`config.mk`:
```
export PLATFORM = sky130hd
export DESIGN_NAME = sine_tone_duty_generator_core
export DESIGN_NICKNAME = d
export VERILOG_FILES = /design/src/sv/stdg_pkg.sv /design/src/sv/stdg_div.sv /design/src/sv/stdg_mul.sv /design/src/sv/sine_tone_duty_generator_core.sv
export SDC_FILE = /design/constraint.sdc
export NUM_CORES = 1
export LEC_CHECK = 0
export ABC_AREA = 0
export BUFFER_PORTS_ARGS = -buffer_cell sky130_fd_sc_hd__buf_2
export CORE_AREA = 2 2 206 208
export DETAILED_ROUTE_END_ITERATION = 12
export DIE_AREA = 0 0 208 210
export HOLD_SLACK_MARGIN = 0.12
export PLACE_DENSITY = 0.85
export REMOVE_ABC_BUFFERS = 1
export SKIP_LAST_GASP = 1
export SLEW_MARGIN = 20
export SYNTH_ARGS = -nofsm -noshare
export SYNTH_HDL_FRONTEND = slang
export SYNTH_HIERARCHICAL = 1
export SYNTH_SLANG_ARGS = --single-unit
```
`constraint.sdc`:
```
create_clock -name aclk -period 9.25 [get_ports aclk]
set_clock_uncertainty 0.15 [all_clocks]
set_input_delay 1.85 -clock aclk [delete_from_list [all_inputs] [get_ports aclk]]
set_output_delay 1.85 -clock aclk [all_outputs]
set_load 0.01 [all_outputs]
```
`src/sv/stdg_pkg.sv`:
```
// Shared types and constants for the sine tone duty generator.
// No dependencies; imported by stdg_div, stdg_mul and the top level.
package stdg_pkg;

    // Fixed system sizes
    localparam int SAMPLE_RATE = 600000;
    localparam int MAX_PERIOD  = 4096;
    localparam int DUTY_STEPS  = 250;
    localparam int PHASE_STEPS = 4096;   // power of two: phase*PHASE_STEPS is a shift

    // Field widths
    localparam int FREQ_W  = 20;
    localparam int VOL_W   = 9;
    localparam int DUTY_W  = 8;
    localparam int IDX_W   = 12;
    localparam int CFG_IDX_W = 1;
    localparam int CFG_W   = 20;

    localparam int SR_W  = $clog2(SAMPLE_RATE + 1);
    localparam int PER_W = $clog2(MAX_PERIOD + 1);
    localparam int PH_W  = $clog2(PHASE_STEPS);

    // Register indexes
    localparam logic [CFG_IDX_W-1:0] REG_TONE_FREQ = 1'd0;
    localparam logic [CFG_IDX_W-1:0] REG_VOLUME    = 1'd1;

    localparam logic [FREQ_W-1:0] FREQ_RESET = 20'd200;
    localparam logic [VOL_W-1:0]  VOL_RESET  = 9'd256;
    localparam logic [VOL_W-1:0]  VOL_MAX    = 9'd256;

    // Shared divider sizing
    localparam int DIV_DW = (SR_W > PH_W) ? SR_W : PH_W;
    localparam int DIV_VW = (FREQ_W > PER_W) ? FREQ_W : PER_W;
    localparam int DIV_CW = $clog2(DIV_DW + 1);
    localparam logic [DIV_DW-1:0] SR_WORD = DIV_DW'(SAMPLE_RATE) << (DIV_DW - SR_W);

    // Shared multiplier sizing
    localparam int MUL_W  = 17;
    localparam int PROD_W = 2 * MUL_W;

    // Sine polynomial coefficients, Q16
    localparam logic [MUL_W-1:0] SIN_C0 = 17'd307;
    localparam logic [MUL_W-1:0] SIN_C1 = 17'd5223;
    localparam logic [MUL_W-1:0] SIN_C2 = 17'd42334;
    localparam logic [MUL_W-1:0] SIN_C3 = 17'd102944;
    localparam logic [MUL_W-1:0] SIN_MID = 17'd32768;
    localparam logic [MUL_W-1:0] X_FULL  = 17'd65536;

    typedef struct packed {
        logic              start;
        logic [DIV_CW-1:0] iters;
        logic [DIV_VW-1:0] rem_init;
        logic [DIV_DW-1:0] word;
        logic [DIV_VW-1:0] divisor;
    } div_req_t;

    typedef struct packed {
        logic              done;
        logic [DIV_DW-1:0] quot;
    } div_rsp_t;

endpackage

```
`src/sv/stdg_div.sv`:
```
// Radix-2 restoring divider, one quotient bit per cycle.
// Depends on stdg_pkg (div_req_t, div_rsp_t, sizing constants).
module stdg_div
    import stdg_pkg::*;
(
    input  logic     aclk,
    input  logic     aresetn,
    input  div_req_t req,
    output div_rsp_t rsp
);

    logic              busy_reg, busy_next;
    logic              done_reg, done_next;
    logic [DIV_CW-1:0] cnt_reg, cnt_next;
    logic [DIV_VW-1:0] rem_reg, rem_next;
    logic [DIV_VW-1:0] dvs_reg, dvs_next;
    logic [DIV_DW-1:0] word_reg, word_next;
    logic [DIV_DW-1:0] quot_reg, quot_next;
    logic [DIV_VW:0]   rem_sh;
    logic [DIV_VW:0]   rem_sub;
    logic              ge;

    assign rem_sh  = {rem_reg, word_reg[DIV_DW-1]};
    assign ge      = rem_sh >= {1'b0, dvs_reg};
    assign rem_sub = rem_sh - {1'b0, dvs_reg};

    always_comb begin
        busy_next = busy_reg;
        done_next = 1'b0;
        cnt_next  = cnt_reg;
        rem_next  = rem_reg;
        dvs_next  = dvs_reg;
        word_next = word_reg;
        quot_next = quot_reg;
        if (req.start) begin
            busy_next = 1'b1;
            cnt_next  = req.iters;
            rem_next  = req.rem_init;
            dvs_next  = req.divisor;
            word_next = req.word;
            quot_next = '0;
        end else if (busy_reg) begin
            rem_next  = ge ? rem_sub[DIV_VW-1:0] : rem_sh[DIV_VW-1:0];
            quot_next = {quot_reg[DIV_DW-2:0], ge};
            word_next = word_reg << 1;
            cnt_next  = cnt_reg - DIV_CW'(1);
            if (cnt_reg == DIV_CW'(1)) begin
                busy_next = 1'b0;
                done_next = 1'b1;
            end
        end
    end

    always_ff @(posedge aclk) begin
        if (!aresetn) begin
            busy_reg <= 1'b0;
            done_reg <= 1'b0;
            cnt_reg  <= '0;
        end else begin
            busy_reg <= busy_next;
            done_reg <= done_next;
            cnt_reg  <= cnt_next;
        end
        rem_reg  <= rem_next;
        dvs_reg  <= dvs_next;
        word_reg <= word_next;
        quot_reg <= quot_next;
    end

    assign rsp.done = done_reg;
    assign rsp.quot = quot_reg;

    a_busy_cnt: assert property (@(posedge aclk) disable iff (!aresetn)
        busy_reg |-> cnt_reg != '0)
        else $error("divider busy with zero count");

    a_done_idle: assert property (@(posedge aclk) disable iff (!aresetn)
        done_reg |-> !busy_reg)
        else $error("divider done while still busy");

endmodule

```
`src/sv/stdg_mul.sv`:
```
// Shared 17x17 multiplier with registered product.
// Depends on stdg_pkg (MUL_W, PROD_W).
module stdg_mul
    import stdg_pkg::*;
(
    input  logic              aclk,
    input  logic              en,
    input  logic [MUL_W-1:0]  op_a,
    input  logic [MUL_W-1:0]  op_b,
    output logic [PROD_W-1:0] prod
);

    logic [PROD_W-1:0] prod_reg;

    always_ff @(posedge aclk) begin
        if (en) begin
            prod_reg <= op_a * op_b;
        end
    end

    assign prod = prod_reg;

endmodule

```
`src/sv/sine_tone_duty_generator_core.sv`:
```
// Sine tone duty generator: one PWM duty word per tick word.
// A tick is accepted only in idle, and the next one only after the word is in the output register.
// Work per word: a period divide at a period start, a phase divide on the 1-bit/cycle divider
// (20 quotient bits for the period, 12 for the phase) and 7 passes through one multiplier.
// Reset (aresetn low, synchronous): frequency 200, volume 256, position and period zero.
// Depends on stdg_pkg, stdg_div, stdg_mul.
module sine_tone_duty_generator_core
    import stdg_pkg::*;
(
    input  logic                 aclk,
    input  logic                 aresetn,
    // configuration
    input  logic                 cfg_wr_en,
    input  logic [CFG_IDX_W-1:0] cfg_index,
    input  logic [CFG_W-1:0]     cfg_wr_data,
    // tick input
    input  logic                 s_valid,
    output logic                 s_ready,
    input  logic                 s_tick,
    // duty output
    output logic                 m_valid,
    input  logic                 m_ready,
    output logic [DUTY_W-1:0]    m_duty_value,
    output logic [IDX_W-1:0]     m_sample_index,
    output logic                 m_period_end
);

    // Sequencer, one-hot
    typedef enum logic [11:0] {
        ST_IDLE   = 12'b0000_0000_0001,
        ST_PDIV   = 12'b0000_0000_0010,
        ST_QSTART = 12'b0000_0000_0100,
        ST_QDIV   = 12'b0000_0000_1000,
        ST_SQ     = 12'b0000_0001_0000,
        ST_H1     = 12'b0000_0010_0000,
        ST_H2     = 12'b0000_0100_0000,
        ST_H3     = 12'b0000_1000_0000,
        ST_H4     = 12'b0001_0000_0000,
        ST_MAG    = 12'b0010_0000_0000,
        ST_DUTY   = 12'b0100_0000_0000,
        ST_OUT    = 12'b1000_0000_0000
    } state_t;

    state_t state_reg, state_next;

    // Config and period state
    logic [FREQ_W-1:0] freq_reg;
    logic [VOL_W-1:0]  vol_reg;
    logic [IDX_W-1:0]  pos_reg, pos_next;
    logic [PER_W-1:0]  latched_reg, latched_next;

    // Datapath holding registers
    logic [PH_W-1:0]   phase_reg, phase_next;
    logic [MUL_W-1:0]  x_reg, x_next;
    logic [MUL_W-1:0]  x2_reg, x2_next;
    logic [MUL_W-1:0]  sv_reg, sv_next;

    // Output register
    logic              m_valid_reg, m_valid_next;
    logic [DUTY_W-1:0] duty_reg, duty_next;
    logic [IDX_W-1:0]  idx_reg, idx_next;
    logic              pend_reg, pend_next;

    // Shared units
    div_req_t          div_req;
    div_rsp_t          div_rsp;
    logic              mul_en;
    logic [MUL_W-1:0]  mul_a, mul_b;
    logic [PROD_W-1:0] prod;
    logic [MUL_W-1:0]  prod_hi;   // product >> 16

    // Derived values
    logic [PER_W-1:0]  per_eff;
    logic [IDX_W-1:0]  pos_eff;
    logic              last;
    logic [FREQ_W-1:0] freq_eff;
    logic [PER_W-1:0]  per_clamp;
    logic [MUL_W-1:0]  x_comb;
    logic [15:0]       r4;
    logic [15:0]       mag;
    logic [VOL_W-1:0]  vol_cap;
    logic              out_free;

    stdg_div u_div (
        .aclk    (aclk),
        .aresetn (aresetn),
        .req     (div_req),
        .rsp     (div_rsp)
    );

    stdg_mul u_mul (
        .aclk (aclk),
        .en   (mul_en),
        .op_a (mul_a),
        .op_b (mul_b),
        .prod (prod)
    );

    assign prod_hi = prod[16 +: MUL_W];

    // Latched period never reads as zero; position folds back if it ran past it
    assign per_eff = (latched_reg == '0) ? PER_W'(1) : latched_reg;
    assign pos_eff = ({1'b0, pos_reg} >= per_eff) ? '0 : pos_reg;
    assign last    = ({1'b0, pos_eff} + PER_W'(1)) == per_eff;

    assign freq_eff = (freq_reg == '0) ? FREQ_W'(1) : freq_reg;

    // Quotient clamped to 1..MAX_PERIOD
    always_comb begin
        if (div_rsp.quot > DIV_DW'(MAX_PERIOD)) begin
            per_clamp = PER_W'(MAX_PERIOD);
        end else if (div_rsp.quot == '0) begin
            per_clamp = PER_W'(1);
        end else begin
            per_clamp = div_rsp.quot[PER_W-1:0];
        end
    end

    // Angle = phase << 4 (16-bit turn). Quadrant is phase[11:10], r*4 is phase[9:0] << 6.
    // Odd quadrants mirror: x = 65536 - r*4.
    assign r4     = {phase_reg[PH_W-3:0], 6'b0};
    assign x_comb = phase_reg[PH_W-2] ? (X_FULL - {1'b0, r4}) : {1'b0, r4};

    // Half-wave magnitude, y >> 1
    assign mag     = prod_hi[16:1];
    assign vol_cap = (vol_reg > VOL_MAX) ? VOL_MAX : vol_reg;

    assign out_free = !m_valid_reg || m_ready;

    always_comb begin
        state_next   = state_reg;
        pos_next     = pos_reg;
        latched_next = latched_reg;
        phase_next   = phase_reg;
        x_next       = x_reg;
        x2_next      = x2_reg;
        sv_next      = sv_reg;
        duty_next    = duty_reg;
        idx_next     = idx_reg;
        pend_next    = pend_reg;
        m_valid_next = m_valid_reg && !m_ready;

        div_req          = '0;
        mul_en           = 1'b0;
        mul_a            = '0;
        mul_b            = '0;

        case (state_reg)
            ST_IDLE: begin
                if (s_valid && s_tick) begin
                    if (pos_reg == '0) begin
                        // period start: SAMPLE_RATE / frequency
                        div_req.start    = 1'b1;
                        div_req.iters    = DIV_CW'(SR_W);
                        div_req.rem_init = '0;
                        div_req.word     = SR_WORD;
                        div_req.divisor  = DIV_VW'(freq_eff);
                        state_next       = ST_PDIV;
                    end else begin
                        state_next = ST_QSTART;
                    end
                end
            end
            ST_PDIV: begin
                if (div_rsp.done) begin
                    latched_next = per_clamp;
                    state_next   = ST_QSTART;
                end
            end
            ST_QSTART: begin
                // phase = pos * 2^PH_W / period: seed remainder with pos, shift in zeros
                div_req.start    = 1'b1;
                div_req.iters    = DIV_CW'(PH_W);
                div_req.rem_init = DIV_VW'(pos_eff);
                div_req.word     = '0;
                div_req.divisor  = DIV_VW'(per_eff);
                state_next       = ST_QDIV;
            end
            ST_QDIV: begin
                if (div_rsp.done) begin
                    phase_next = div_rsp.quot[PH_W-1:0];
                    state_next = ST_SQ;
                end
            end
            ST_SQ: begin
                x_next     = x_comb;
                mul_en     = 1'b1;
                mul_a      = x_comb;
                mul_b      = x_comb;
                state_next = ST_H1;
            end
            ST_H1: begin
                x2_next    = prod_hi;
                mul_en     = 1'b1;
                mul_a      = SIN_C0;
                mul_b      = prod_hi;
                state_next = ST_H2;
            end
            ST_H2: begin
                mul_en     = 1'b1;
                mul_a      = SIN_C1 - prod_hi;
                mul_b      = x2_reg;
                state_next = ST_H3;
            end
            ST_H3: begin
                mul_en     = 1'b1;
                mul_a      = SIN_C2 - prod_hi;
                mul_b      = x2_reg;
                state_next = ST_H4;
            end
            ST_H4: begin
                mul_en     = 1'b1;
                mul_a      = SIN_C3 - prod_hi;
                mul_b      = x_reg;
                state_next = ST_MAG;
            end
            ST_MAG: begin
                // offset sine: lower half-turn adds, upper half-turn subtracts
                sv_next    = phase_reg[PH_W-1] ? (SIN_MID - {1'b0, mag})
                                               : (SIN_MID + {1'b0, mag});
                mul_en     = 1'b1;
                mul_a      = MUL_W'(vol_cap);
                mul_b      = MUL_W'(DUTY_STEPS);
                state_next = ST_DUTY;
            end
            ST_DUTY: begin
                mul_en     = 1'b1;
                mul_a      = sv_reg;
                mul_b      = prod[MUL_W-1:0];
                state_next = ST_OUT;
            end
            ST_OUT: begin
                // hold here until the output register can take the word
                if (out_free) begin
                    duty_next    = prod[24 +: DUTY_W];
                    idx_next     = pos_eff;
                    pend_next    = last;
                    m_valid_next = 1'b1;
                    pos_next     = last ? '0 : pos_eff + IDX_W'(1);
                    state_next   = ST_IDLE;
                end
            end
            default: begin
                state_next = ST_IDLE;
            end
        endcase
    end

    always_ff @(posedge aclk) begin
        if (!aresetn) begin
            state_reg   <= ST_IDLE;
            m_valid_reg <= 1'b0;
            pos_reg     <= '0;
            latched_reg <= '0;
            freq_reg    <= FREQ_RESET;
            vol_reg     <= VOL_RESET;
        end else begin
            state_reg   <= state_next;
            m_valid_reg <= m_valid_next;
            pos_reg     <= pos_next;
            latched_reg <= latched_next;
            if (cfg_wr_en) begin
                case (cfg_index)
                    REG_TONE_FREQ: freq_reg <= cfg_wr_data[FREQ_W-1:0];
                    REG_VOLUME:    vol_reg  <= cfg_wr_data[VOL_W-1:0];
                    default: begin
                    end
                endcase
            end
        end
        phase_reg <= phase_next;
        x_reg     <= x_next;
        x2_reg    <= x2_next;
        sv_reg    <= sv_next;
        duty_reg  <= duty_next;
        idx_reg   <= idx_next;
        pend_reg  <= pend_next;
    end

    assign s_ready        = (state_reg == ST_IDLE);
    assign m_valid        = m_valid_reg;
    assign m_duty_value   = duty_reg;
    assign m_sample_index = idx_reg;
    assign m_period_end   = pend_reg;

    a_duty_range: assert property (@(posedge aclk) disable iff (!aresetn)
        m_valid |-> m_duty_value < DUTY_W'(DUTY_STEPS))
        else $error("duty word out of range");

    a_pos_in_period: assert property (@(posedge aclk) disable iff (!aresetn)
        (latched_reg != '0) |-> ({1'b0, pos_reg} < latched_reg))
        else $error("position ran past latched period");

    a_period_cap: assert property (@(posedge aclk) disable iff (!aresetn)
        latched_reg <= PER_W'(MAX_PERIOD))
        else $error("latched period above maximum");

    a_div_owner: assert property (@(posedge aclk) disable iff (!aresetn)
        div_rsp.done |-> (state_reg == ST_PDIV || state_reg == ST_QDIV))
        else $error("divider finished outside a divide step");

    a_tick_starts: assert property (@(posedge aclk) disable iff (!aresetn)
        (s_valid && s_ready && s_tick) |=> state_reg != ST_IDLE)
        else $error("accepted tick did not start the sequencer");

endmodule
```
==> flow_metrics.env <==
export IMPL_stdcell_count=3171
export IMPL_outcome="finished clean"
export IMPL_start_util_pct=58.05
export IMPL_synthCells=2573
export IMPL_reg2reg_to="u_mul/prod[28]$_DFFE_PP_"
export IMPL_vdd_drop_max_mv=0.1464
export IMPL_start_kind="flop"
export IMPL_cp_slowest_stage_delay_ps=540
export IMPL_fp_row_count=75
export IMPL_p_leak_nw=11.71
export IMPL_viasPerCell=5.978
export IMPL_grt_first_pass_wirelength_mm=99.40
export IMPL_slew_headroom_pct=29.54
export IMPL_fin_crit_ps=8879
export IMPL_final_nets=3020
export IMPL_core_um2=41480
export IMPL_area_growth_pct=8.854
export IMPL_hold_ws_ps=329.3
export IMPL_grt_max_degree=73
export IMPL_dieArea_um2=43680
export IMPL_n_fill_cell=3272
export IMPL_clock_sinks=265
export IMPL_rr_startpoint="state_reg[6]$_SDFFE_PN0P_"
export IMPL_gp_congestion=1.034
export IMPL_power_density_nw_per_um2=117.7
export IMPL_syn_area_per_cell_um2=9.358
export IMPL_cts_tree="done"
export IMPL_netlist_area_um2=24080
export IMPL_antenna_left=0
export IMPL_worstPathMaxFanout=17
export IMPL_tns_ps=0
export IMPL_dieHeight_um=210
export IMPL_hold_path_class="flop to flop"
export IMPL_layout_drive_gt1_share_pct=9.764
export IMPL_endpoint="u_mul/prod[28]$_DFFE_PP_"
export IMPL_cts_buffers=28
export IMPL_maxCapViolations=0
export IMPL_cp_common_cell="fa_1"
export IMPL_cts_buffer_depth=3
export IMPL_die_w_um=208
export IMPL_worstPathRequired_ps=9390
export IMPL_h_tree_depth=1
export IMPL_worstSetupPathType="flop to flop"
export IMPL_dp_hpwl_mm=46.39
export IMPL_timing_critical_path_from="state_reg[6]$_SDFFE_PN0P_"
export IMPL_reg2regPathDepth=32
export IMPL_grt_usage_pct=28.15
export IMPL_io_buffer_count=49
export IMPL_synth_warnings=6
export IMPL_crit_arrival_ps=9020
export IMPL_largest_reg_flops=33
export IMPL_cts_hold_buf=0
export IMPL_finalHoldViolCount=0
export IMPL_drt_iter0_drc=1987
export IMPL_cp_slowest_cell="fa_1"
export IMPL_finalCritPeriodShare_pct=95.98
export IMPL_first_pass_iters=7
export IMPL_grt_pass1_vias=19190
export IMPL_worst_setup_path_end_kind="flop"
export IMPL_insertion_delay_ps=580
export IMPL_grt_overflow=0
export IMPL_wl_per_cell_um=19.55
export IMPL_max_freq_mhz=112.6
export IMPL_antenna_found_initial=1
export IMPL_final_util_pct=63.19
export IMPL_clk_pin_slew_worst_paths_ps=70
export IMPL_clockRootBuffer="clkbuf_16"
export IMPL_finalSetupViolCount=0
export IMPL_worst_slack_ps=371.5
export IMPL_tightest_slew_ps=1053
export IMPL_dp_slack_ps=-161.9
export IMPL_drc=0
export IMPL_r2r_slack_ps=370
export IMPL_io_pins=50
export IMPL_postRouteWirelength_mm=61.98
export IMPL_dp_cells=3110
export IMPL_vias=18960
export IMPL_slew_viol_final=0
export IMPL_diodes=0
cell usage in the layout (no fill, tap or decap), drive strengths merged, types with 71 or more instances in the layout:
cell,count
a21oi,74
and2,145
buf,110
dfxtp,94
edfxtp,171
fa,226
ha,157
inv,378
nand2,372
nor2,101
o21ai,91
xnor2,71
final cells by class:
cell class	count	area, um^2	area share [%]
well taps	539	674.4	2.573
clock inverters	14	108.9	0.4153
flip-flops and latches	265	7017	26.77
repair buffers	110	760.7	2.902
multi-input cells	1828	15380	58.69
clock buffers	38	853.3	3.256
inverters	377	1415	5.399
critical path, delay by kind of cell, from the launching register on:
kind            cells  cell delay, ps
fa+ha+maj           8            3900
simple gates        6            1170
xor+xnor            1             150
buf+inv             4             340
compound gates     13            2480
flops               1             360
per-layer routing:
metal | vias to the layer above | share of wire [%] | global-route usage [%]
li1 | 8642 | - | -
met1 | 9291 | 40 | 36.50
met2 | 859 | 49 | 48.88
met3 | 163 | 7.2 | 3.650
met4 | 0 | 3.6 | 9.733
met5 | - | 0 | 0
how the worst min path moves through the flow:
| stage | start | to | cells past startpoint |
|---|---|---|---|
| final | freq_reg[0]$_SDFFE_PN0P_ | freq_reg[0]$_SDFFE_PN0P_ | 2 |
| after global routing | freq_reg[11]$_SDFFE_PN0P_ | freq_reg[11]$_SDFFE_PN0P_ | 2 |
| after CTS | freq_reg[0]$_SDFFE_PN0P_ | freq_reg[0]$_SDFFE_PN0P_ | 2 |
| after detailed placement | freq_reg[0]$_SDFFE_PN0P_ | freq_reg[0]$_SDFFE_PN0P_ | 2 |
| after global placement | freq_reg[0]$_SDFFE_PN0P_ | freq_reg[0]$_SDFFE_PN0P_ | 2 |
| after floorplan | freq_reg[0]$_SDFFE_PN0P_ | freq_reg[0]$_SDFFE_PN0P_ | 2 |
where the power goes:
part / leakage (nW) / switching, mW / internal (mW) / total (mW)
registers: 2.43 / 0.0367 / 1.34 / 1.37
logic: 8.81 / 0.335 / 0.236 / 0.571
clock network: 0.469 / 0.490 / 0.653 / 1.14
per-stage QoR:
step | total power, mW | area, um^2
finish | 3.086 | 26210
global placement | 1.940 | 25040
CTS | 3.095 | 26030
detailed placement | 1.960 | 25050
floorplan | 1.815 | 23620
global route | 3.212 | 26210
what timing repair did:
action                                  CTS  global route
gates resized for setup                   4            34
endpoints found under the setup margin   10            17
cloned                                    0             2
pin swaps                                 2             9
buffers inserted                          1             6
Note: power is estimated with default switching activity, not from simulation.
